===== src/hw/rtl/pacr_pkg.sv =====
// ----------------------------------------------------------------------------
// pacr_pkg
// Shared types and constants for the polygon area / coverage ratio core.
// ----------------------------------------------------------------------------
package pacr_pkg;

   localparam int COORD_BITS         = 24;
   localparam int COVERAGE_FRAC_BITS = 16;
   localparam int COVERED_BITS       = 48;
   localparam int AREA_BITS          = 64;
   localparam int COVERAGE_BITS      = 32;
   localparam int PROD_BITS          = 2 * COORD_BITS;
   localparam int DIV_BITS           = COVERED_BITS + COVERAGE_FRAC_BITS;

   // ring kinds
   localparam logic [1:0] RING_FP_EXT   = 2'd0;
   localparam logic [1:0] RING_FP_HOLE  = 2'd1;
   localparam logic [1:0] RING_GND_EXT  = 2'd2;
   localparam logic [1:0] RING_GND_HOLE = 2'd3;

   // result status codes
   localparam logic [1:0] STATUS_OK      = 2'd0;
   localparam logic [1:0] STATUS_NOT_POS = 2'd1;
   localparam logic [1:0] STATUS_SAT     = 2'd2;

   typedef struct packed {
      logic signed [COORD_BITS-1:0] x_coord;
      logic signed [COORD_BITS-1:0] y_coord;
      logic [1:0]                   ring_kind;
      logic                         ring_end;
      logic                         job_end;
      logic [COVERED_BITS-1:0]      covered_area;
   } req_word_type;

   typedef struct packed {
      logic signed [AREA_BITS-1:0] net_area;
      logic [COVERAGE_BITS-1:0]    coverage;
      logic [1:0]                  status;
   } rsp_word_type;

   // one finished job handed from front to back
   typedef struct packed {
      logic signed [AREA_BITS-1:0] net_area;
      logic [COVERED_BITS-1:0]     covered_area;
   } job_word_type;

   typedef struct packed {
      logic push;
      logic pop;
   } queue_ctl_type;

   typedef struct packed {
      logic full;
      logic empty;
   } queue_sts_type;

endpackage


===== src/hw/rtl/pacr_job_queue.sv =====
// ----------------------------------------------------------------------------
// pacr_job_queue
// Two-entry queue of finished jobs between front and back.
// ----------------------------------------------------------------------------
module pacr_job_queue import pacr_pkg::*; (
   input  logic          clock,
   input  logic          reset,
   input  queue_ctl_type ctl,
   output queue_sts_type sts,
   input  job_word_type  wr_word,
   output job_word_type  rd_word
);

   job_word_type entry_ff [2];
   logic         wr_ptr_ff, wr_ptr_in, rd_ptr_ff, rd_ptr_in;
   logic [1:0]   count_ff, count_in;
   logic         do_push, do_pop;

   assign sts.full  = (count_ff == 2'd2);
   assign sts.empty = (count_ff == 2'd0);
   assign do_push   = ctl.push & ~sts.full;
   assign do_pop    = ctl.pop & ~sts.empty;
   assign rd_word   = entry_ff[rd_ptr_ff];

   always_comb begin
      wr_ptr_in = wr_ptr_ff ^ do_push;
      rd_ptr_in = rd_ptr_ff ^ do_pop;
      count_in  = count_ff + {1'b0, do_push} - {1'b0, do_pop};
   end

   always_ff @(posedge clock) begin
      if (reset) begin
         wr_ptr_ff <= 1'b0;
         rd_ptr_ff <= 1'b0;
         count_ff  <= 2'd0;
      end else begin
         wr_ptr_ff <= wr_ptr_in;
         rd_ptr_ff <= rd_ptr_in;
         count_ff  <= count_in;
      end
   end

   always_ff @(posedge clock) begin
      if (do_push) begin
         entry_ff[wr_ptr_ff] <= wr_word;
      end
   end

endmodule


===== config.mk =====
export PLATFORM = sky130hd
export DESIGN_NAME = pacr_job_queue
export DESIGN_NICKNAME = d
export VERILOG_FILES = /design/src/hw/rtl/pacr_pkg.sv /design/src/hw/rtl/pacr_job_queue.sv
export SDC_FILE = /design/constraint.sdc
export NUM_CORES = 1
export LEC_CHECK = 0
export ABC_AREA = 1
export BUFFER_PORTS_ARGS = -buffer_cell sky130_fd_sc_hd__buf_2
export CAP_MARGIN = 20
export CORE_MARGIN = 4
export CORE_UTILIZATION = 47
export CTS_CLUSTER_DIAMETER = 200
export DETAILED_ROUTE_END_ITERATION = 10
export PLACE_DENSITY = 0.74
export SLEW_MARGIN = 10
export SYNTH_ARGS = -nofsm -noshare
export SYNTH_HDL_FRONTEND = slang
export SYNTH_SLANG_ARGS = --single-unit
export TNS_END_PERCENT = 1

===== constraint.sdc =====
create_clock -name clock -period 3.38 [get_ports clock]
set_input_delay 0.338 -clock clock [delete_from_list [all_inputs] [get_ports clock]]
set_output_delay 0.338 -clock clock [all_outputs]
set_load 0.005 [all_outputs]

==> flow_summary.ini <==
[outcome]
outcome = complete, no violations

[clock_tree]
root_buffer = clkbuf_16
ctsHoldBuffers = 0
post_cts_resize_count = 0
cts_sinks = 228
cts_tree = yes
cts_buffers = 24
clockBufferDepth = 3
clkSlewWorstSetupHoldPaths_ns = 0.06
insertion_delay_ns = 0.49
htreeDepth = 1
cts_setup_buffers = 0

[yosys]
synth_flop_cell = edfxtp_1
synth_top_area_cell = edfxtp_1
yosysTopAreaCellShare_pct = 78.6
synth_seq_cells = 228
yosysWarnings = 0
synth_common_cells = 224 x edfxtp_1, 58 x mux2_4, 54 x mux2_2
synth.cell_area_mm2 = 0.00856
synth.distinct_cells = 13
ys_seq_area_share_pct = 79.5
syn_inst = 384
syn_avg_cell_area_um2 = 22.3
netlist_top_cells_area = edfxtp_1 79%, mux2_4 10%, mux2_2 7.1%, buf_6 1.1%, dfxtp_1 0.94%
synth_edf_count = 224
synth.most_common_cell = edfxtp_1
syn_nets = 504
async_flop_share_pct = 0

[power_and_ir_drop]
switching_share_pct = 24.7
p_per_area_mw_per_mm2 = 761
p_clk_share_pct = 30.3
ir_drop_mv = 0.478
p_leak_nw = 4.16
p_int_mw = 6.16
power_frac_comb_pct = 23.5
seqPwrFrac_pct = 46.2
switchingPower_mw = 2.02

[layout]
design_area_mm2 = 0.0107
diodes = 0
area_growth_pct = 25.5
drive_above_1_share_pct = 59.2
fin_nets = 752

[grt]
grt_max_degree = 62
grt_pass1_wl_um = 23800
grt_usage_pct = 14.8
antenna_found_initial = 2
grt_pass1_vias = 4603
grt.overflow.total = 0

[floorplanning]
coreArea_mm2 = 0.0180
ios = 230
initial_core_util_pct = 47.6
fp.dieW_um = 143
dieArea_mm2 = 0.0204
dieHeight_um = 143
std_cell_rows = 49

[sta]
max_freq_mhz = 425
tns_ns = 0
report.final.slew_viol_count = 0
setup_viol = 0
rsz0062_at_grt = false
post-route-period-util_pct = 69.7
finalHoldViolations = 0
finClkSkew_ns = 0.00754
max-slew-margin-rel_pct = 53.3
finalCriticalPeriod_ns = 2.35
worst_pin_slew_ns = 0.700

[route]
wl_per_cell_um = 17.9
num_vias = 4318
drt.antenna.violating_nets = 0
wl_um = 15800
first_pass_iters = 4
detail_route.iter0.violations = 231
via_per_inst = 4.92
drc = 0

[setup_path]
critPathMaxFanout = 53
cp.required_ns = 3.04
criticalPathCategory = reg2out
startpoint_type = flop
end_kind = output pin
cp.arrival_ns = 2.02

[placement]
io_buffers = 229
gp_congestion = 0.750
hpwl_um = 10900
detailed_place.area_mm2 = 0.00999

[min_path]
hold_class = in2reg

[flow_run]
cap_violations = 0
final cells by class:
| class | count | area (um^2) |
|---|---|---|
| Sequential cell | 228 | 6810 |
| Clock inverter | 14 | 116 |
| Fill cell | 1329 | 7220 |
| Multi-Input combinational cell | 133 | 1620 |
| Timing Repair Buffer | 235 | 1230 |
| Clock buffer | 29 | 641 |
| Inverter | 10 | 37.5 |
| Tap cell | 229 | 287 |
layer usage:
metal	up-vias	share of wire (%)	GRT usage, %
met5	-	0.13	0
met4	4	1.9	4.15
met3	31	9.6	5.26
met2	174	50	24.8
met1	2110	39	18.2
li1	1999	-	-
power by group through the flow:
| stage | registers (mW) | logic, mW | clock network (mW) |
|---|---|---|---|
| floorplan | 3.86 | 1.21 | 0 |
| global placement | 3.81 | 1.92 | 0 |
| detailed placement | 3.85 | 1.96 | 0 |
| CTS | 3.79 | 1.97 | 2.55 |
| global route | 3.82 | 2.09 | 2.67 |
| finish | 3.78 | 1.92 | 2.48 |
per-stage QoR:
stage | power [mW] | instances | setup slack [ns] | util [%] | hold WS [ns]
2_1_floorplan | 5.06 | 384 | -0.324 | - | 0.405
3_5_place_dp | 5.81 | 835 | 1.43 | 55.6 | 0.529
3_3_place_gp | 5.73 | 835 | 1.51 | 55.6 | 0.526
5_1_grt | 8.59 | 878 | 0.910 | 59.8 | 0.00219
6_report | 8.18 | 878 | 1.03 | 59.8 | 0.0289
4_1_cts | 8.30 | 878 | 0.982 | 59.8 | 0.0000634
layout by cell type (no fill, tap or decap):
cell        instances
nand3_1             2
dfxtp_1             3
clkinvlp_4          1
clkbuf_16          25
dfxtp_4             1
buf_12              3
buf_2             229
ha_1                2
mux2_2             54
buf_4               3
edfxtp_1          224
nor2_1              8
o21ai_0             1
inv_1              10
bufinv_16           2
clkinv_2            6
ha_4                2
clkbuf_1            4
clkinv_1            5
a21oi_1             1
nand2_1             5
mux2_4             58
final timing paths:
| kind | cells after the start | slack [ns] | to | startpoint |
|---|---|---|---|---|
| setup / recovery | 3 | 1.03 | rd_word[47] | rd_ptr_ff |
| hold / removal | 1 | 0.03 | entry_ff[0][41] | wr_word[41] |
| setup reg to reg | 5 | 1.43 | entry_ff[0][1] | count_ff[1] |
| hold reg to reg | 3 | 0.62 | count_ff[1] | count_ff[1] |
sequential cells by signal, summed over array words and instances (netlist names):
name and count:
entry_ff 224, rd_ptr_ff 1, count_ff 2, wr_ptr_ff 1
cell families after synthesis:
kind of cell,share of synthesized area [%]
AO/OA/AOI/OAI,0.117
adder cells (fa/ha/maj),0.585
buffers and inverters,1.78
flip-flops,79.5
multiplexers,17.3
AND/OR/NAND/NOR,0.687
worst max-delay path: stages, from the launching register on:
cell,delay (ns)
dfxtp_4,0.35
buf_4,0.55
mux2_2,0.44
buf_2,0.14
No activity file was read; power rests on OpenSTA's default activity.
