**config.mk**
```make
export PLATFORM = sky130hd
export DESIGN_NAME = pacr_front
export DESIGN_NICKNAME = d
export VERILOG_FILES = /design/src/hw/rtl/pacr_pkg.sv /design/src/hw/rtl/pacr_front.sv
export SDC_FILE = /design/constraint.sdc
export NUM_CORES = 2
export LEC_CHECK = 0
export BUFFER_PORTS_ARGS = -buffer_cell sky130_fd_sc_hd__buf_2
export CORE_MARGIN = 1.5
export CORE_UTILIZATION = 59
export DETAILED_ROUTE_END_ITERATION = 12
export PLACE_DENSITY_LB_ADDON = 0.15
export SKIP_CTS_REPAIR_TIMING = 1
export SYNTH_ARGS = -nofsm -noshare
export SYNTH_HDL_FRONTEND = slang
export SYNTH_SLANG_ARGS = --single-unit
```
**constraint.sdc**
```tcl
create_clock -name clock -period 7.8 [get_ports clock]
set_input_delay 0.39 -clock clock [delete_from_list [all_inputs] [get_ports clock]]
set_output_delay 0.39 -clock clock [all_outputs]
set_load 0.1 [all_outputs]
```
**src/hw/rtl/pacr_pkg.sv**
```systemverilog
// ----------------------------------------------------------------------------
// pacr_pkg
// Shared types and constants for the polygon area / coverage ratio core.
// ----------------------------------------------------------------------------
package pacr_pkg;

   localparam int COORD_BITS         = 24;
   localparam int COVERAGE_FRAC_BITS = 16;
   localparam int COVERED_BITS       = 48;
   localparam int AREA_BITS          = 64;
   localparam int COVERAGE_BITS      = 32;
   localparam int PROD_BITS          = 2 * COORD_BITS;
   localparam int DIV_BITS           = COVERED_BITS + COVERAGE_FRAC_BITS;

   // ring kinds
   localparam logic [1:0] RING_FP_EXT   = 2'd0;
   localparam logic [1:0] RING_FP_HOLE  = 2'd1;
   localparam logic [1:0] RING_GND_EXT  = 2'd2;
   localparam logic [1:0] RING_GND_HOLE = 2'd3;

   // result status codes
   localparam logic [1:0] STATUS_OK      = 2'd0;
   localparam logic [1:0] STATUS_NOT_POS = 2'd1;
   localparam logic [1:0] STATUS_SAT     = 2'd2;

   typedef struct packed {
      logic signed [COORD_BITS-1:0] x_coord;
      logic signed [COORD_BITS-1:0] y_coord;
      logic [1:0]                   ring_kind;
      logic                         ring_end;
      logic                         job_end;
      logic [COVERED_BITS-1:0]      covered_area;
   } req_word_type;

   typedef struct packed {
      logic signed [AREA_BITS-1:0] net_area;
      logic [COVERAGE_BITS-1:0]    coverage;
      logic [1:0]                  status;
   } rsp_word_type;

   // one finished job handed from front to back
   typedef struct packed {
      logic signed [AREA_BITS-1:0] net_area;
      logic [COVERED_BITS-1:0]     covered_area;
   } job_word_type;

   typedef struct packed {
      logic push;
      logic pop;
   } queue_ctl_type;

   typedef struct packed {
      logic full;
      logic empty;
   } queue_sts_type;

endpackage

```
**src/hw/rtl/pacr_front.sv**
```systemverilog
// ----------------------------------------------------------------------------
// pacr_front
// Vertex intake: shoelace cross products, ring closing, net area accumulate.
// ----------------------------------------------------------------------------
module pacr_front import pacr_pkg::*; (
   input  logic          clock,
   input  logic          reset,
   input  logic          push,
   output logic          full,
   input  req_word_type  req_word,
   input  logic          q_full,
   output logic          q_push,
   output job_word_type  q_word
);

   localparam logic [2:0] S_IDLE = 3'd0;
   localparam logic [2:0] S_MUL  = 3'd1;
   localparam logic [2:0] S_ACC  = 3'd2;
   localparam logic [2:0] S_ABS  = 3'd3;
   localparam logic [2:0] S_AREA = 3'd4;

   logic [2:0]                   state_ff, state_in;
   req_word_type                 cur_ff, cur_in;
   logic signed [COORD_BITS-1:0] first_x_ff, first_x_in, first_y_ff, first_y_in;
   logic signed [COORD_BITS-1:0] prev_x_ff, prev_x_in, prev_y_ff, prev_y_in;
   logic                         ring_start_ff, ring_start_in;
   logic                         close_ff, close_in;
   logic [AREA_BITS-1:0]         ring_sum_ff, ring_sum_in;
   logic [AREA_BITS-1:0]         mag_ff, mag_in;
   logic [AREA_BITS-1:0]         area_total_ff, area_total_in;
   logic signed [PROD_BITS-1:0]  prod_p_ff, prod_p_in, prod_q_ff, prod_q_in;

   logic signed [COORD_BITS-1:0] op_ax, op_ay, op_bx, op_by;
   logic [AREA_BITS-1:0]         ext_p, ext_q, area_step, area_next;
   logic                         item_end;

   assign item_end = cur_ff.ring_end | cur_ff.job_end;
   assign full     = (state_ff != S_IDLE);

   always_comb begin
      if (close_ff) begin
         op_ax = cur_ff.x_coord;
         op_ay = cur_ff.y_coord;
         op_bx = first_x_ff;
         op_by = first_y_ff;
      end else begin
         op_ax = prev_x_ff;
         op_ay = prev_y_ff;
         op_bx = cur_ff.x_coord;
         op_by = cur_ff.y_coord;
      end
   end

   assign ext_p     = {{(AREA_BITS-PROD_BITS){prod_p_ff[PROD_BITS-1]}}, prod_p_ff};
   assign ext_q     = {{(AREA_BITS-PROD_BITS){prod_q_ff[PROD_BITS-1]}}, prod_q_ff};
   assign area_step = {1'b0, mag_ff[AREA_BITS-1:1]};

   always_comb begin
      case (cur_ff.ring_kind) inside
         RING_FP_EXT, RING_GND_HOLE: area_next = area_total_ff + area_step;
         default:                    area_next = area_total_ff - area_step;
      endcase
   end

   always_comb begin
      state_in      = state_ff;
      cur_in        = cur_ff;
      first_x_in    = first_x_ff;
      first_y_in    = first_y_ff;
      prev_x_in     = prev_x_ff;
      prev_y_in     = prev_y_ff;
      ring_start_in = ring_start_ff;
      close_in      = close_ff;
      ring_sum_in   = ring_sum_ff;
      mag_in        = mag_ff;
      area_total_in = area_total_ff;
      prod_p_in     = prod_p_ff;
      prod_q_in     = prod_q_ff;
      q_push        = 1'b0;
      q_word        = '{net_area: area_next, covered_area: cur_ff.covered_area};
      unique case (state_ff)
         S_IDLE: begin
            if (push) begin
               cur_in = req_word;
               if (ring_start_ff) begin
                  first_x_in    = req_word.x_coord;
                  first_y_in    = req_word.y_coord;
                  prev_x_in     = req_word.x_coord;
                  prev_y_in     = req_word.y_coord;
                  ring_sum_in   = '0;
                  ring_start_in = 1'b0;
                  if (req_word.ring_end | req_word.job_end) begin
                     close_in = 1'b1;
                     state_in = S_MUL;
                  end
               end else begin
                  close_in = 1'b0;
                  state_in = S_MUL;
               end
            end
         end
         S_MUL: begin
            prod_p_in = PROD_BITS'(op_ax) * PROD_BITS'(op_by);
            prod_q_in = PROD_BITS'(op_ay) * PROD_BITS'(op_bx);
            state_in  = S_ACC;
         end
         S_ACC: begin
            ring_sum_in = ring_sum_ff + (ext_p - ext_q);
            if (close_ff) begin
               close_in = 1'b0;
               state_in = S_ABS;
            end else begin
               prev_x_in = cur_ff.x_coord;
               prev_y_in = cur_ff.y_coord;
               if (item_end) begin
                  close_in = 1'b1;
                  state_in = S_MUL;
               end else begin
                  state_in = S_IDLE;
               end
            end
         end
         S_ABS: begin
            mag_in   = ring_sum_ff[AREA_BITS-1] ? (AREA_BITS'(0) - ring_sum_ff) : ring_sum_ff;
            state_in = S_AREA;
         end
         S_AREA: begin
            if (cur_ff.job_end) begin
               if (!q_full) begin
                  q_push        = 1'b1;
                  area_total_in = '0;
                  ring_start_in = 1'b1;
                  state_in      = S_IDLE;
               end
            end else begin
               area_total_in = area_next;
               ring_start_in = 1'b1;
               state_in      = S_IDLE;
            end
         end
         default: state_in = S_IDLE;
      endcase
   end

   always_ff @(posedge clock) begin
      if (reset) begin
         state_ff      <= S_IDLE;
         ring_start_ff <= 1'b1;
         close_ff      <= 1'b0;
         first_x_ff    <= '0;
         first_y_ff    <= '0;
         prev_x_ff     <= '0;
         prev_y_ff     <= '0;
         ring_sum_ff   <= '0;
         area_total_ff <= '0;
      end else begin
         state_ff      <= state_in;
         ring_start_ff <= ring_start_in;
         close_ff      <= close_in;
         first_x_ff    <= first_x_in;
         first_y_ff    <= first_y_in;
         prev_x_ff     <= prev_x_in;
         prev_y_ff     <= prev_y_in;
         ring_sum_ff   <= ring_sum_in;
         area_total_ff <= area_total_in;
      end
   end

   always_ff @(posedge clock) begin
      cur_ff    <= cur_in;
      mag_ff    <= mag_in;
      prod_p_ff <= prod_p_in;
      prod_q_ff <= prod_q_in;
   end

endmodule

```
==> out/results.ini <==
[cells_and_area]
ff_latch_area_sq_um = 12400
area_delta_synth_final_pct = 13.1
n_fill_cell = 9771
multi_input_area_sq_um = 53200
drive_gt1_frac = 0.126
nets = 10100
fin_util = 0.673
layoutNonFillerInstCount = 10000

[logic_synthesis]
synth_edf_count = 259
synth_warnings = 0
yosysSeqAreaShare = 0.173
synth_area_sq_um = 71500
yosysMostFrequentCell = inv_1
yosys-top-cells-count = 1308 x inv_1, 1217 x fa_1, 970 x nand2_1
yosys.area.top_type = fa_1
synth_area_leaders = fa_1 34%, edfxtp_1 11%, ha_1 7.8%
synth_top_cell_area_share = 0.341
ys_seq_elements = 488
ys_types = 82
synth.avg_cell_area_sq_um = 9.11
synth_cells = 7851
synth_flop_cell = edfxtp_1
syn_nets = 9616
ys_async_sr_fraction = 0

[placement]
pre_cts_slack_ns = 0.0651
dp.cells = 9756
io_buffers = 217
gp_congestion = 1.03
hpwl_um = 181000

[global_route]
grt_max_degree = 92
antenna_found_initial = 12
overflow = 0
grt_pass1_wl_um = 332000
grt_usage = 0.354
grt_pass1_vias = 58600

[floorplanning]
core.rowCount = 127
die_h_um = 351
core_area_sq_um = 120000
die_x_um = 351
dieArea_sq_um = 123000
pin_count = 218
start_util = 0.595

[critical_path]
cpMostUsedCell = fa_1
end_kind = flop
cp-start-kind = flop
slowest_delay_ns = 0.64
critPathArrivalTime_ns = 7.98
ff2ff_path_depth = 28
worstSetupPathType = reg -> reg
crit_slowest_cell = fa_2
crit_fanout = 7
cp.required_ns = 8.16

[sta]
tightest_slew_ns = 1.13
fin_hold_ws_ns = 0.0150
finalMaxSlewViolations = 0
setup_viol = 0
relSlewSlack = 0.249
hold_viol = 0
clock_skew_ns = 0.0772
fmax_ghz = 0.131
finalCritPeriodShare = 0.976
finalCriticalPeriod_ns = 7.61
finalWorstSetupSlack_ns = 0.186

[route]
drt_iter0_markers = 5206
wl_per_cell_um = 21.8
drt-vias-per-instance = 5.81
antenna_left = 0
vias = 58100
first_pass_iters = 5
wirelength_um = 218000
drc = 0

[job]
maxCapViolations = 0

[clock_tree]
clk_latency_ns = 0.68
cts_root_buffer = clkbuf_16
cts.sinks = 488
cts_buffer_depth = 3
clkTransAtPathRegs_ns = 0.07
cts_tree = done
cts_buffers = 56
cts_max_level = 2

[hold_path]
hp-class = in -> reg
hold_depth = 1

[outcome]
outcome = completed

[state kept, by name (all words and copies together) (netlist names), 48 cells and up]
register / count
cur_ff: 52
mag_ff: 63
prod_p_ff: 48
area_total_ff: 64
ring_sum_ff: 64
prod_q_ff: 48
q_word: 48
[path summary, 6_finish.rpt]
check / from / slack [ns] / to
max reg2reg: close_ff$_SDFFE_PP0P_ / 0.19 / prod_p_ff[46]$_DFFE_PP_
max: close_ff$_SDFFE_PP0P_ / 0.19 / prod_p_ff[46]$_DFFE_PP_
min: req_word[89] / 0.01 / cur_ff[89]$_DFFE_PP_
min reg2reg: first_x_ff[4]$_SDFFE_PP0P_ / 0.46 / first_x_ff[4]$_SDFFE_PP0P_
[metal layers]
| metal | part of all wire | track usage | vias to the layer above |
|---|---|---|---|
| li1 | - | - | 26200 |
| met3 | 0.097 | 0.0740 | 551 |
| met5 | 0.00030 | 0 | - |
| met4 | 0.047 | 0.146 | 8 |
| met1 | 0.39 | 0.464 | 28600 |
| met2 | 0.46 | 0.574 | 2718 |
[critical path: cells and delay by family (launching register included)]
kind	cells	cell delay, ns
compound gates	7	1.23
xor+xnor	1	0.08
fa+ha+maj	8	3.97
buf+inv	8	1.06
flops	1	0.36
mux	1	0.12
simple gates	3	0.47
[placed cells by master, fill, tap and decap left out, drive strengths merged, types with 84 or more instances in the layout]
cell type  instances
fa              1217
ha               444
xor2             110
xnor2            264
a21oi            373
dfxtp            229
buf              721
nand3             95
inv             1311
o21ai            186
a21o             139
mux2i             95
mux2              84
nand2            970
nor2             824
edfxtp           259
[cell type report]
| cell class | instances | area share |
|---|---|---|
| inverters | 1309 | 0.0608 |
| clock inverters | 38 | 0.00568 |
| clock buffers | 67 | 0.0181 |
| diodes | 7 | 0.000217 |
| multi-input cells | 5669 | 0.658 |
| flip-flops and latches | 488 | 0.153 |
| well taps | 1612 | 0.0249 |
| repair buffers | 810 | 0.0795 |
[kinds of logic after synthesis]
logic type                 count (synthesis)  share of synthesized area
AOI/OAI and AO/OA                       1188                      0.110
muxes                                    179                     0.0265
buffers and inverters                   1694                     0.0915
DFF                                      488                      0.173
and+or+nand+nor                         2267                      0.135
adders and majority gates               1661                      0.418
xor gates and xnor gates                 374                     0.0458
[stage by stage]
stage | TNS (ns) | cell area [sq um]
after floorplan | -0.177 | 71500
after global placement | 0 | 77100
after detailed placement | 0 | 77100
after CTS | -0.237 | 79000
after global routing | -0.225 | 80900
final | 0 | 80900
Power is not shown: default switching activity piles up to over one toggle a cycle in this logic, so the estimate is an artifact.
