<file path="src/hw/rtl/pacr_pkg.sv">
// ----------------------------------------------------------------------------
// pacr_pkg
// Shared types and constants for the polygon area / coverage ratio core.
// ----------------------------------------------------------------------------
package pacr_pkg;

   localparam int COORD_BITS         = 24;
   localparam int COVERAGE_FRAC_BITS = 16;
   localparam int COVERED_BITS       = 48;
   localparam int AREA_BITS          = 64;
   localparam int COVERAGE_BITS      = 32;
   localparam int PROD_BITS          = 2 * COORD_BITS;
   localparam int DIV_BITS           = COVERED_BITS + COVERAGE_FRAC_BITS;

   // ring kinds
   localparam logic [1:0] RING_FP_EXT   = 2'd0;
   localparam logic [1:0] RING_FP_HOLE  = 2'd1;
   localparam logic [1:0] RING_GND_EXT  = 2'd2;
   localparam logic [1:0] RING_GND_HOLE = 2'd3;

   // result status codes
   localparam logic [1:0] STATUS_OK      = 2'd0;
   localparam logic [1:0] STATUS_NOT_POS = 2'd1;
   localparam logic [1:0] STATUS_SAT     = 2'd2;

   typedef struct packed {
      logic signed [COORD_BITS-1:0] x_coord;
      logic signed [COORD_BITS-1:0] y_coord;
      logic [1:0]                   ring_kind;
      logic                         ring_end;
      logic                         job_end;
      logic [COVERED_BITS-1:0]      covered_area;
   } req_word_type;

   typedef struct packed {
      logic signed [AREA_BITS-1:0] net_area;
      logic [COVERAGE_BITS-1:0]    coverage;
      logic [1:0]                  status;
   } rsp_word_type;

   // one finished job handed from front to back
   typedef struct packed {
      logic signed [AREA_BITS-1:0] net_area;
      logic [COVERED_BITS-1:0]     covered_area;
   } job_word_type;

   typedef struct packed {
      logic push;
      logic pop;
   } queue_ctl_type;

   typedef struct packed {
      logic full;
      logic empty;
   } queue_sts_type;

endpackage

</file>
<file path="src/hw/rtl/pacr_back.sv">
// ----------------------------------------------------------------------------
// pacr_back
// Per-job coverage: sign check, bit-serial restoring divide, result register.
// ----------------------------------------------------------------------------
module pacr_back import pacr_pkg::*; (
   input  logic          clock,
   input  logic          reset,
   input  logic          q_empty,
   output logic          q_pop,
   input  job_word_type  q_word,
   output logic          empty,
   input  logic          pop,
   output rsp_word_type  rsp_word
);

   localparam int CNT_BITS = $clog2(DIV_BITS);
   localparam logic [CNT_BITS-1:0] CNT_LAST = CNT_BITS'(DIV_BITS - 1);

   localparam logic [1:0] B_IDLE = 2'd0;
   localparam logic [1:0] B_DIV  = 2'd1;
   localparam logic [1:0] B_OUT  = 2'd2;

   logic [1:0]                state_ff, state_in;
   logic signed [AREA_BITS-1:0] net_ff, net_in;
   logic                      not_pos_ff, not_pos_in;
   logic [AREA_BITS-1:0]      rem_ff, rem_in;
   logic [DIV_BITS-1:0]       dvd_ff, dvd_in;
   logic [DIV_BITS-1:0]       quo_ff, quo_in;
   logic [CNT_BITS-1:0]       cnt_ff, cnt_in;
   logic                      out_valid_ff, out_valid_in;
   rsp_word_type              out_ff, out_in;

   logic [AREA_BITS-1:0]      rem_sh;
   logic                      ge;
   logic                      out_free;
   logic                      sat;
   rsp_word_type              res;

   // rem stays below the divisor (< 2^63), so its top bit is always clear
   assign rem_sh   = {rem_ff[AREA_BITS-2:0], dvd_ff[DIV_BITS-1]};
   assign ge       = (rem_sh >= net_ff);
   assign out_free = ~out_valid_ff | pop;
   assign sat      = |quo_ff[DIV_BITS-1:COVERAGE_BITS];
   assign empty    = ~out_valid_ff;
   assign rsp_word = out_ff;

   always_comb begin
      res.net_area = net_ff;
      if (not_pos_ff) begin
         res.coverage = '0;
         res.status   = STATUS_NOT_POS;
      end else if (sat) begin
         res.coverage = '1;
         res.status   = STATUS_SAT;
      end else begin
         res.coverage = quo_ff[COVERAGE_BITS-1:0];
         res.status   = STATUS_OK;
      end
   end

   always_comb begin
      state_in     = state_ff;
      net_in       = net_ff;
      not_pos_in   = not_pos_ff;
      rem_in       = rem_ff;
      dvd_in       = dvd_ff;
      quo_in       = quo_ff;
      cnt_in       = cnt_ff;
      out_in       = out_ff;
      out_valid_in = out_valid_ff & ~pop;
      q_pop        = 1'b0;
      unique case (state_ff)
         B_IDLE: begin
            if (!q_empty) begin
               q_pop      = 1'b1;
               net_in     = q_word.net_area;
               not_pos_in = q_word.net_area[AREA_BITS-1] | (q_word.net_area == '0);
               rem_in     = '0;
               dvd_in     = {q_word.covered_area, {COVERAGE_FRAC_BITS{1'b0}}};
               quo_in     = '0;
               cnt_in     = '0;
               if (q_word.net_area[AREA_BITS-1] | (q_word.net_area == '0)) begin
                  state_in = B_OUT;
               end else begin
                  state_in = B_DIV;
               end
            end
         end
         B_DIV: begin
            rem_in = ge ? (rem_sh - net_ff) : rem_sh;
            quo_in = {quo_ff[DIV_BITS-2:0], ge};
            dvd_in = {dvd_ff[DIV_BITS-2:0], 1'b0};
            cnt_in = cnt_ff + CNT_BITS'(1);
            if (cnt_ff == CNT_LAST) begin
               state_in = B_OUT;
            end
         end
         B_OUT: begin
            if (out_free) begin
               out_in       = res;
               out_valid_in = 1'b1;
               state_in     = B_IDLE;
            end
         end
         default: state_in = B_IDLE;
      endcase
   end

   always_ff @(posedge clock) begin
      if (reset) begin
         state_ff     <= B_IDLE;
         out_valid_ff <= 1'b0;
         cnt_ff       <= '0;
      end else begin
         state_ff     <= state_in;
         out_valid_ff <= out_valid_in;
         cnt_ff       <= cnt_in;
      end
   end

   always_ff @(posedge clock) begin
      net_ff     <= net_in;
      not_pos_ff <= not_pos_in;
      rem_ff     <= rem_in;
      dvd_ff     <= dvd_in;
      quo_ff     <= quo_in;
      out_ff     <= out_in;
   end

endmodule
</file>
<file path="config.mk">
export PLATFORM = sky130hd
export DESIGN_NAME = pacr_back
export DESIGN_NICKNAME = d
export VERILOG_FILES = /design/src/hw/rtl/pacr_pkg.sv /design/src/hw/rtl/pacr_back.sv
export SDC_FILE = /design/constraint.sdc
export NUM_CORES = 1
export LEC_CHECK = 0
export BUFFER_PORTS_ARGS = -buffer_cell sky130_fd_sc_hd__buf_2
export CAP_MARGIN = 20
export CORE_MARGIN = 2
export CORE_UTILIZATION = 58
export CTS_CLUSTER_SIZE = 10
export DETAILED_ROUTE_END_ITERATION = 10
export GPL_ROUTABILITY_DRIVEN = 0
export HOLD_SLACK_MARGIN = 0.12
export PLACE_DENSITY = 0.8
export SYNTH_ARGS = -nofsm -noshare
export SYNTH_HDL_FRONTEND = slang
export SYNTH_SLANG_ARGS = --single-unit
</file>
<file path="constraint.sdc">
create_clock -name clock -period 6.95 [get_ports clock]
set_clock_uncertainty 0.1 [all_clocks]
set_input_delay 0.695 -clock clock [delete_from_list [all_inputs] [get_ports clock]]
set_output_delay 0.695 -clock clock [all_outputs]
set_load 0.01 [all_outputs]
</file>
==> results.json, run 1 <==
{
  "clk_path_buf_depth": 3,
  "pwr-share-seq_pct": 48.0,
  "grt_overflow_total": 0,
  "end_kind": "register",
  "maxSlewViolCount": 0,
  "synth_nets": 1734,
  "placed_area_sq_um": 18300,
  "synth_cell_types": 60,
  "reg2reg_depth": 12,
  "synth_top_family_by_area": "simple AND/OR/NAND/NOR gates",
  "stdcell_area_sq_um": 19500,
  "dp_hpwl_mm": 25.4,
  "drv_cap": 0,
  "dieArea_sq_um": 30600,
  "synth_common_cells": "edfxtp_1, nand2_1, a21oi_1",
  "io_buffers": 215,
  "max_freq_mhz": 206,
  "synth_edf_count": 338,
  "hold_end": "net_ff[11]$_DFFE_PP_",
  "crit_fanout": 51,
  "finalCoreUtilization_pct": 67.6,
  "vdd_drop_max_uv": 236,
  "pwr-share-comb_pct": 16.6,
  "arrival_ns": 5.13,
  "initial_core_util_pct": 58.9,
  "vias_per_cell": 5.70,
  "synth.most_common_cell": "edfxtp_1",
  "final_antenna_net_count": 0,
  "final.min_clock_period_ns": 4.86,
  "cts_tree": "built",
  "critPathSlowestCell": "a21oi_4",
  "syn_area_sq_um": 17000,
  "yosys.area.top_type": "edfxtp_1",
  "h-tree-depth": 2,
  "synth_compound_area_share_pct": 12.1,
  "tightest_slew_ns": 1.08,
  "swShare_pct": 27.0,
  "nNetsFinal": 1927,
  "drc": 0,
  "path_clk_slew_ns": 0.05,
  "grt_pass1_wl_mm": 60.2,
  "synth-adder-area-share_pct": 4.91,
  "clock_latency_ns": 0.54,
  "holdPathStages": 1,
  "synthCells": 1552,
  "hp-class": "in2reg",
  "ys.flop_type": "edfxtp_1",
  "postCtsSetupRepairBufs": 0,
  "die_h_microns": 175,
  "slew_headroom_pct": 28.2,
  "cts.hold.buffers_added": 0,
  "criticalPathCategory": "reg2reg",
  "yosys.area_share.simple_pct": 14.8,
  "worst_ep_required_time_ns": 7.22,
  "synthMuxAreaShare_pct": 0.0590,
  "seq_area_frac_synth_pct": 60.9,
  "slowest_delay_ns": 0.70,
  "avgRoutedWirePerCell_microns": 17.2,
  "fillers": 2165,
  "p_clk_share_pct": 35.3,
  "antenna_cells": 0,
  "cts_made_buffers": 41,
  "tns_ns": 0,
  "reg2reg_slack_ns": 2.09,
  "rsz0062_at_grt": "no",
  "intPower_mw": 3.88,
  "status": "finished clean",
  "finalNonFillerCells": 2146,
  "cellLeakagePower_nw": 7.94,
  "first_pass_iters": 9,
  "yosys_register_bits": 347,
  "place_inst": 2086,
  "synth_top_area_share_pct": 59.8,
  "grt_pass1_vias": 11900,
  "reg2reg_to": "rem_ff[22]$_SDFFCE_PN0P_",
  "async_reset_ff_share_pct": 0,
  "critPathBufInv": 1,
  "fin_crit_sh_pct": 69.9,
  "root_buffer": "clkbuf_16",
  "syn_to_final_growth_pct": 14.7,
  "yosys_warnings": 0,
  "powerDensity_nw_per_um2": 273,
  "core_area_sq_um": 28800,
  "synth_xor_xnor_area_share_pct": 2.68,
  "final-hold-violation-count": 0,
  "drive_gt1_share_pct": 16.3,
  "post_cts_resized": 0,
  "finalWirelength_mm": 36.9,
  "hp-start": "q_word[59]",
  "dieWidth_microns": 175,
  "rows": 62,
  "antenna_found_initial": 2,
  "r2r-start": "net_ff[0]$_DFFE_PP_",
  "track_usage_pct": 24.4,
  "cts_sinks": 347,
  "synth_area_leaders": "edfxtp_1, nand2_1, ha_1",
  "cpLargestDelayFamily": "compound AO/OA/AOI/OAI gates",
  "cp_cell_sequence": "ha_1 -> fa_1 -> nand2b_1 -> a21oi_1 -> o2111ai_1 -> a31o_1 -> a311o_1 -> a31o_1 -> a21oi_4 -> inv_2 -> or3b_1 -> a21oi_1",
  "syn_area_per_cell_sq_um": 10.9,
  "critPathLaunchType": "register",
  "grt_max_degree": 111,
  "p_sw_mw": 1.44,
  "vias": 12200,
  "setup_viol": 0,
  "path_depth": 12,
  "drt_iter0_markers": 1050,
  "io_pins": 216
}
[worst max-delay path by stage]
stage,to,from
3_3_place_gp,rem_ff[22]$_SDFFCE_PN0P_,net_ff[0]$_DFFE_PP_
5_1_grt,rem_ff[3]$_SDFFCE_PN0P_,net_ff[0]$_DFFE_PP_
4_1_cts,rem_ff[62]$_SDFFCE_PN0P_,net_ff[0]$_DFFE_PP_
3_5_place_dp,rem_ff[62]$_SDFFCE_PN0P_,net_ff[0]$_DFFE_PP_
2_1_floorplan,cnt_ff[2]$_SDFFE_PP0P_,q_empty
6_report,rem_ff[22]$_SDFFCE_PN0P_,net_ff[0]$_DFFE_PP_
[kinds of logic (layout without fill, tap and decap cells)]
group	after synthesis	in the layout
XOR/XNOR	52	52
adder cells (fa/ha/maj)	66	66
AND/OR/NAND/NOR	555	555
multiplexers	1	1
flip-flops	347	347
AO/OA/AOI/OAI	337	337
buffers and inverters	194	404
[state kept, by name (all words and copies together), names as in the netlist]
name,cells
state_ff,2
not_pos_ff,1
rsp_word,98
quo_ff,64
rem_ff,63
out_valid_ff,1
cnt_ff,6
dvd_ff,48
net_ff,64
[worst reg2reg max path: stages, from the launching register on]
cell and delay (ns):
edfxtp_1 0.39, ha_1 0.24, fa_1 0.39, nand2b_1 0.20, a21oi_1 0.23, o2111ai_1 0.22, a31o_1 0.30, a311o_1 0.36
a31o_1 0.21, a21oi_4 0.70, inv_2 0.64, or3b_1 0.56, a21oi_1 0.14
[layout by cell type, fill, tap and decap left out, types with 4 or more instances in the layout]
cell / instances
a31oi_1: 10
o221ai_1: 5
or3_1: 8
o31ai_1: 6
inv_1: 119
and2_1: 37
nand2_1: 275
nor4_1: 26
a21boi_0: 4
clkbuf_1: 14
ha_1: 65
nand3_1: 29
o21ai_1: 8
buf_4: 8
o211ai_1: 6
o21ai_0: 76
a21oi_1: 125
buf_2: 215
xnor2_1: 28
clkbuf_16: 41
xor2_1: 24
dfxtp_1: 9
nand4_1: 32
o21bai_1: 9
nand2b_1: 12
a211oi_1: 20
or2_2: 7
nor3_1: 10
nor2_1: 102
a21o_1: 32
edfxtp_1: 338
o21a_1: 8
[per-layer routing]
metal	global-route usage (%)	vias to the layer above	wire length (microns)
li1	-	5932	-
met1	35.2	5770	16400
met2	37.5	443	16600
met3	4.03	84	2650
met4	8.99	2	1180
met5	0	-	11
[cell type report]
type,instances,area (sq um),area share [%]
well taps,384,480,2.47
repair buffers,223,1140,5.84
clock buffers,55,1080,5.54
clock inverters,5,75.1,0.386
flip-flops and latches,347,10300,53.1
multi-input cells,1011,5900,30.3
inverters,121,459,2.36
[power by group through the flow]
stage | logic [mW] | registers (mW) | clock network [mW]
finish | 0.884 | 2.55 | 1.88
CTS | 0.875 | 2.55 | 1.91
floorplan | 0.645 | 2.59 | 0
global placement | 0.852 | 2.58 | 0
global route | 0.988 | 2.57 | 2.00
detailed placement | 0.870 | 2.59 | 0
[stage by stage]
| stage | power [mW] | setup WS, ns | hold slack (ns) |
|---|---|---|---|
| after floorplan | 3.23 | 0.694 | 0.326 |
| after global placement | 3.43 | 2.29 | 0.331 |
| after detailed placement | 3.46 | 2.09 | 0.334 |
| after CTS | 5.33 | 2.11 | 0.228 |
| after global routing | 5.55 | 1.74 | 0.236 |
| final | 5.31 | 2.09 | 0.245 |
(Power assumes the default switching activity.)
==> run 2: changes to the inputs <==
--- a/config.mk
+++ b/config.mk
@@ -5,15 +5,16 @@
 export SDC_FILE = /design/constraint.sdc
 export NUM_CORES = 1
 export LEC_CHECK = 0
+export ABC_AREA = 1
 export BUFFER_PORTS_ARGS = -buffer_cell sky130_fd_sc_hd__buf_2
 export CAP_MARGIN = 20
 export CORE_MARGIN = 2
-export CORE_UTILIZATION = 58
+export CORE_UTILIZATION = 54
 export CTS_CLUSTER_SIZE = 10
 export DETAILED_ROUTE_END_ITERATION = 10
 export GPL_ROUTABILITY_DRIVEN = 0
 export HOLD_SLACK_MARGIN = 0.12
-export PLACE_DENSITY = 0.8
+export PLACE_DENSITY = 0.77
 export SYNTH_ARGS = -nofsm -noshare
 export SYNTH_HDL_FRONTEND = slang
 export SYNTH_SLANG_ARGS = --single-unit
==> constraint.sdc (replaced) <==
create_clock -name clock -period 4.2 [get_ports clock]
set_clock_uncertainty 0.1 [all_clocks]
set_input_delay 0.42 -clock clock [delete_from_list [all_inputs] [get_ports clock]]
set_output_delay 0.42 -clock clock [all_outputs]
set_load 0.01 [all_outputs]
==> run 2 against run 1 <==
  * Die area rose by 22%
  * Clock power rose by 68%
  * Critical path depth rose by 4
  * Combinational power rose to 7.7 times the previous value
  * Hold slack got worse by 0.047 ns
  * Critical endpoint is now rem_ff[28]$_SDFFCE_PN0P_
  * Power rose to 2.9 times the previous value
  * Clock-buffer cell count fell by 3
  * Sequential cell count did not move
  * Highest routed layer is now met4
==> results.json, run 2 <==
{
  "status": "finished clean",
  "clk_path_buf_depth": 3,
  "synth_top_area_share_pct": 52.3,
  "synth_nets": 2592,
  "pwr-share-comb_pct": 43.8,
  "grt_max_degree": 104,
  "path_clk_slew_ns": 0.05,
  "vias": 16600,
  "vdd_drop_max_uv": 439,
  "finalCoreUtilization_pct": 65.7,
  "critPathBufInv": 2,
  "yosys_warnings": 0,
  "criticalPathCategory": "reg2reg",
  "async_reset_ff_share_pct": 0,
  "yosys.area.top_type": "edfxtp_1",
  "largest_reg_flops": 98,
  "dieWidth_microns": 194,
  "drv_cap": 0,
  "worst_ep_required_time_ns": 4.40,
  "initial_core_util_pct": 54.7,
  "yosys_register_bits": 347,
  "vias_per_cell": 5.15,
  "h-tree-depth": 2,
  "critPathLaunchType": "register",
  "powerDensity_nw_per_um2": 665,
  "end_kind": "register",
  "slowest_delay_ns": 0.41,
  "final_antenna_net_count": 0,
  "syn_area_per_cell_sq_um": 8.06,
  "fillers": 2850,
  "clock_latency_ns": 0.57,
  "slew_headroom_pct": 40.9,
  "ys.flop_type": "edfxtp_1",
  "syn_to_final_growth_pct": 20.1,
  "cp_cell_sequence": "ha_1 -> fa_1 -> inv_1 -> nand2_1 -> nand2_1 -> nand3_1 -> nand2_2 -> nand2_1 -> nand2_2 -> nand2_2 -> nand3_2 -> nand2_4 -> nand2_8 -> inv_2 -> nor2_1 -> nor2_1",
  "avgRoutedWirePerCell_microns": 15.7,
  "rsz0062_at_grt": "no",
  "core_area_sq_um": 35500,
  "fin_crit_sh_pct": 79.8,
  "finalWirelength_mm": 50.7,
  "layout.cells.most_common": "nand2_1",
  "synth_cell_types": 38,
  "root_buffer": "clkbuf_16",
  "p_clk_share_pct": 20.3,
  "setup_viol": 0,
  "final.min_clock_period_ns": 3.35,
  "drive_gt1_share_pct": 11.6,
  "final_cell_mix": "nand2_1, inv_1, edfxtp_1",
  "finalNonFillerCells": 3228,
  "critPathSlowestCell": "fa_1",
  "pwr-share-seq_pct": 35.9,
  "swShare_pct": 42.0,
  "track_usage_pct": 26.7,
  "antenna_found_initial": 1,
  "max_freq_mhz": 298,
  "final-hold-violation-count": 0,
  "dieArea_sq_um": 37500,
  "cts.hold.buffers_added": 114,
  "synth_area_leaders": "edfxtp_1, nand2_1, inv_1",
  "synthCells": 2410,
  "synth_edf_count": 338,
  "cpLargestDelayFamily": "simple AND/OR/NAND/NOR gates",
  "maxSlewViolCount": 0,
  "first_pass_iters": 8,
  "grt_pass1_wl_mm": 80.8,
  "rows": 69,
  "dp_hpwl_mm": 35.8,
  "drt_iter0_markers": 1762,
  "io_buffers": 215,
  "total_power_mw": 15.5,
  "io_pins": 216,
  "syn_area_sq_um": 19400,
  "die_h_microns": 194,
  "cts_tree": "built",
  "seq_area_frac_synth_pct": 53.2,
  "tightest_slew_ns": 0.886,
  "cts_sinks": 347,
  "synth.most_common_cell": "nand2_1",
  "arrival_ns": 3.56,
  "crit_fanout": 81,
  "drc": 0,
  "intPower_mw": 9.00,
  "hp-class": "in2reg",
  "grt_pass1_vias": 16400,
  "p_sw_mw": 6.52,
  "nNetsFinal": 2933,
  "grt_overflow_total": 0,
  "postCtsSetupRepairBufs": 0,
  "cts_made_buffers": 41,
  "cellLeakagePower_nw": 11.6,
  "place_inst": 3054,
  "synth_common_cells": "nand2_1, inv_1, edfxtp_1",
  "post_cts_resized": 0
}
[run 2: path summary, 6_finish.rpt]
check                       startpoint                        to  slack [ns]  cells past startpoint
setup / recovery   net_ff[0]$_DFFE_PP_  rem_ff[28]$_SDFFCE_PN0P_        0.85                     16
hold / removal                 q_empty       net_ff[0]$_DFFE_PP_        0.20                      2
setup reg to reg   net_ff[0]$_DFFE_PP_  rem_ff[28]$_SDFFCE_PN0P_        0.85                     16
hold reg to reg   net_ff[55]$_DFFE_PP_    rsp_word[89]$_DFFE_PP_        0.35                      0
[run 2: worst reg2reg max path, delay by kind of cell, from the launching register on]
family	cells	cell delay (ns)
buffers and inverters	2	0.61
DFF	1	0.39
and+or+nand+nor	12	1.34
adders and majority gates	2	0.66
[run 2: cell type report]
cell class	count	area [sq um]	area share [%]
well taps	461	577	2.47
inverters	505	1900	8.13
clock inverters	6	80.1	0.343
clock buffers	52	1070	4.58
flip-flops and latches	347	10300	44.3
multi-input cells	1515	7030	30.1
repair buffers	341	2340	10.0
diodes	1	2.50	0.0107
[run 2: kinds of logic after synthesis]
family / after synthesis / share of synthesized area, %
AO/OA/AOI/OAI: 124 / 3.29
XOR/XNOR: 30 / 1.35
adder cells (fa/ha/maj): 66 / 4.29
buffers and inverters: 548 / 10.8
flip-flops: 347 / 53.2
AND/OR/NAND/NOR: 1295 / 27.1
[run 2: layer usage]
metal  vias to the layer above  routed length (microns)  GRT usage (%)
met2                       743                    23200           43.9
met5                         -                        0              0
li1                       8146                        -              -
met3                       129                     4400           5.08
met1                      7622                    21400           35.4
met4                         0                     1800           9.61
[run 2: power by group through the flow]
| stage | combinational (mW) | sequential [mW] | clock (mW) |
|---|---|---|---|
| 2_1_floorplan | 4.75 | 5.62 | 0 |
| 3_3_place_gp | 6.37 | 5.56 | 0 |
| 5_1_grt | 7.59 | 5.66 | 3.35 |
| 6_report | 6.79 | 5.57 | 3.15 |
| 4_1_cts | 6.63 | 5.57 | 3.20 |
| 3_5_place_dp | 6.48 | 5.62 | 0 |
[run 2: metrics by stage]
| stage | setup TNS (ns) | cell area [sq um] | setup WS (ns) | hold slack (ns) |
|---|---|---|---|---|
| 2_1_floorplan | -0.151 | 19400 | -0.128 | 0.324 |
| 3_3_place_gp | 0 | 21000 | 1.07 | 0.333 |
| 3_5_place_dp | 0 | 21000 | 0.955 | 0.332 |
| 4_1_cts | 0 | 23300 | 0.895 | 0.178 |
| 5_1_grt | 0 | 23300 | 0.639 | 0.206 |
| 6_report | 0 | 23300 | 0.849 | 0.198 |
==> run 3: changes to the inputs <==
==> constraint.sdc (replaced) <==
create_clock -name clock -period 3 [get_ports clock]
set_clock_uncertainty 0.1 [all_clocks]
set_input_delay 0.3 -clock clock [delete_from_list [all_inputs] [get_ports clock]]
set_output_delay 0.3 -clock clock [all_outputs]
set_load 0.01 [all_outputs]
==> run 3 against run 2 <==
  * Clock-buffer cell count grew 1
  * Maximum frequency grew 20%
  * Sequential power grew 40%
  * Utilization grew 0.95 points
  * Non-clock buffer count grew 13
  * Die area is the same
  * Clock power grew 47%
  * Global-route usage grew 0.87 points
  * Critical path depth grew 1
  * Largest power group unchanged
  * Largest cell class unchanged
==> results.json, run 3 (same netlist as run 2, synthesis figures left out) <==
{
  "core_area_sq_um": 35500,
  "pwr-share-seq_pct": 35.0,
  "cts_made_buffers": 42,
  "cts_sinks": 347,
  "tightest_slew_ns": 0.764,
  "cts_tree": "built",
  "criticalPathCategory": "reg2reg",
  "finalNonFillerCells": 3245,
  "dieWidth_microns": 194,
  "maxSlewViolCount": 0,
  "grt_max_degree": 81,
  "fin_crit_sh_pct": 93.3,
  "hp-class": "reg2reg",
  "antenna_found_initial": 0,
  "drv_cap": 0,
  "nNetsFinal": 2948,
  "track_usage_pct": 27.6,
  "h-tree-depth": 2,
  "dieArea_sq_um": 37500,
  "hold_ws_ns": 0.343,
  "largest_reg_flops": 98,
  "vdd_drop_max_uv": 611,
  "antenna_cells": 0,
  "rows": 69,
  "drt_iter0_markers": 1560,
  "place_inst": 3062,
  "path_clk_slew_ns": 0.05,
  "tns_ns": 0,
  "cpMostUsedCell": "nand2_1",
  "top_layer": "met4",
  "root_buffer": "clkbuf_16",
  "critPathBufInv": 3,
  "crit_fanout": 14,
  "p_sw_mw": 9.21,
  "drc": 0,
  "critPathLaunchType": "register",
  "max_freq_mhz": 357,
  "grt_overflow_total": 0,
  "io_pins": 216,
  "arrival_ns": 3.03,
  "p_clk_share_pct": 20.8,
  "drive_gt1_share_pct": 12.2,
  "critPathSlowestCell": "fa_1",
  "routed-wl-met2_mm": 23.8,
  "slew_headroom_pct": 49.0,
  "grt_pass1_wl_mm": 83.3,
  "layout.cells.most_common": "nand2_1",
  "finalWirelength_mm": 51.4,
  "cpLargestDelayFamily": "simple AND/OR/NAND/NOR gates",
  "swShare_pct": 41.3,
  "vias_per_cell": 5.15,
  "final_cell_mix": "nand2_1, inv_1, edfxtp_1",
  "cellLeakagePower_nw": 11.7,
  "rsz0062_at_grt": "no",
  "initial_core_util_pct": 54.7,
  "grt_pass1_vias": 16600,
  "intPower_mw": 13.1,
  "vias": 16700,
  "clock_latency_ns": 0.57,
  "io_buffers": 215,
  "met1_length_mm": 21.3,
  "worst_ep_required_time_ns": 3.23,
  "status": "finished clean",
  "end_kind": "register",
  "dr_wl_met3_mm": 4.28,
  "cp_cell_sequence": "ha_1 -> fa_1 -> inv_1 -> nand2_1 -> nand2_1 -> nand3_1 -> nand2_2 -> nand2_1 -> nand2_2 -> nand2_2 -> nand3_2 -> nand2_4 -> nand2_8 -> buf_12 -> nand3_1 -> nand2_1 -> inv_1",
  "first_pass_iters": 6,
  "final-hold-violation-count": 0,
  "final_antenna_net_count": 0,
  "avgRoutedWirePerCell_microns": 15.8,
  "powerDensity_nw_per_um2": 942,
  "dp_hpwl_mm": 36.0,
  "die_h_microns": 194,
  "clk_path_buf_depth": 3,
  "final.min_clock_period_ns": 2.80,
  "pwr-share-comb_pct": 44.2,
  "setup_viol": 0,
  "slowest_delay_ns": 0.42,
  "syn_to_final_growth_pct": 21.8
}
## run 3: cell types whose count changed in the layout (fill, tap and decap cells not counted), moves of 2 or more
| cell | before | now |
|---|---|---|
| buf_12 | 1 | 8 |
| inv_6 | 0 | 2 |
| clkbuf_16 | 41 | 43 |
| nand2_4 | 1 | 3 |
| dlygate4sd3_1 | 114 | 116 |
| clkinv_2 | 2 | 0 |
| bufinv_16 | 0 | 2 |
| nor2_1 | 261 | 259 |
| clkinv_1 | 1 | 3 |
| nor2_2 | 19 | 21 |
| buf_8 | 0 | 2 |
## run 3: final cells by class
type,count,area [sq um]
Multi-Input combinational cell,1516,7060
Sequential cell,347,10300
Tap cell,461,577
Timing Repair Buffer,354,2560
Clock inverter,9,139
Clock buffer,53,1090
Fill cell,2799,11800
Inverter,505,1900
## run 3: per-layer routing
layer / vias up / GRT usage, %
li1: 8195 / -
met1: 7706 / 36.7
met4: 0 / 11.3
met2: 687 / 45.3
met5: - / 0
met3: 128 / 4.31
## run 3: what timing repair did
action / in CTS / in global routing
endpoints found under the setup margin: 0 / 41
hold endpoints to repair: 132 / 0
gates resized for setup: 0 / 9
hold buffers: 116 / 0
buffers inserted: 0 / 2
## run 3: path summary, 6_finish.rpt
path	start	endpoint	slack [ns]	cells past startpoint
setup / recovery	net_ff[0]$_DFFE_PP_	rem_ff[54]$_SDFFCE_PN0P_	0.20	17
hold / removal	net_ff[8]$_DFFE_PP_	rsp_word[42]$_DFFE_PP_	0.34	0
setup reg to reg	net_ff[0]$_DFFE_PP_	rem_ff[54]$_SDFFCE_PN0P_	0.20	17
hold reg to reg	net_ff[8]$_DFFE_PP_	rsp_word[42]$_DFFE_PP_	0.34	0
## run 3: power by group through the flow
stage / Combinational, mW / Clock, mW / Sequential (mW)
final: 9.86 / 4.64 / 7.79
after global routing: 11.0 / 4.92 / 7.93
after CTS: 9.42 / 4.73 / 7.79
after detailed placement: 9.21 / 0 / 7.86
after global placement: 9.08 / 0 / 7.79
after floorplan: 6.66 / 0 / 7.86
## run 3: per-stage QoR
step                      total power, mW  util (%)  cell area [sq um]  setup WS (ns)
final                                22.3      66.7              23700          0.200
after global routing                 23.9      66.7              23700        0.00797
after CTS                            21.9      66.3              23500          0.115
after detailed placement             17.1      59.6              21100          0.117
after global placement               16.9      59.6              21100          0.271
after floorplan                      14.5         -              19400          -1.25
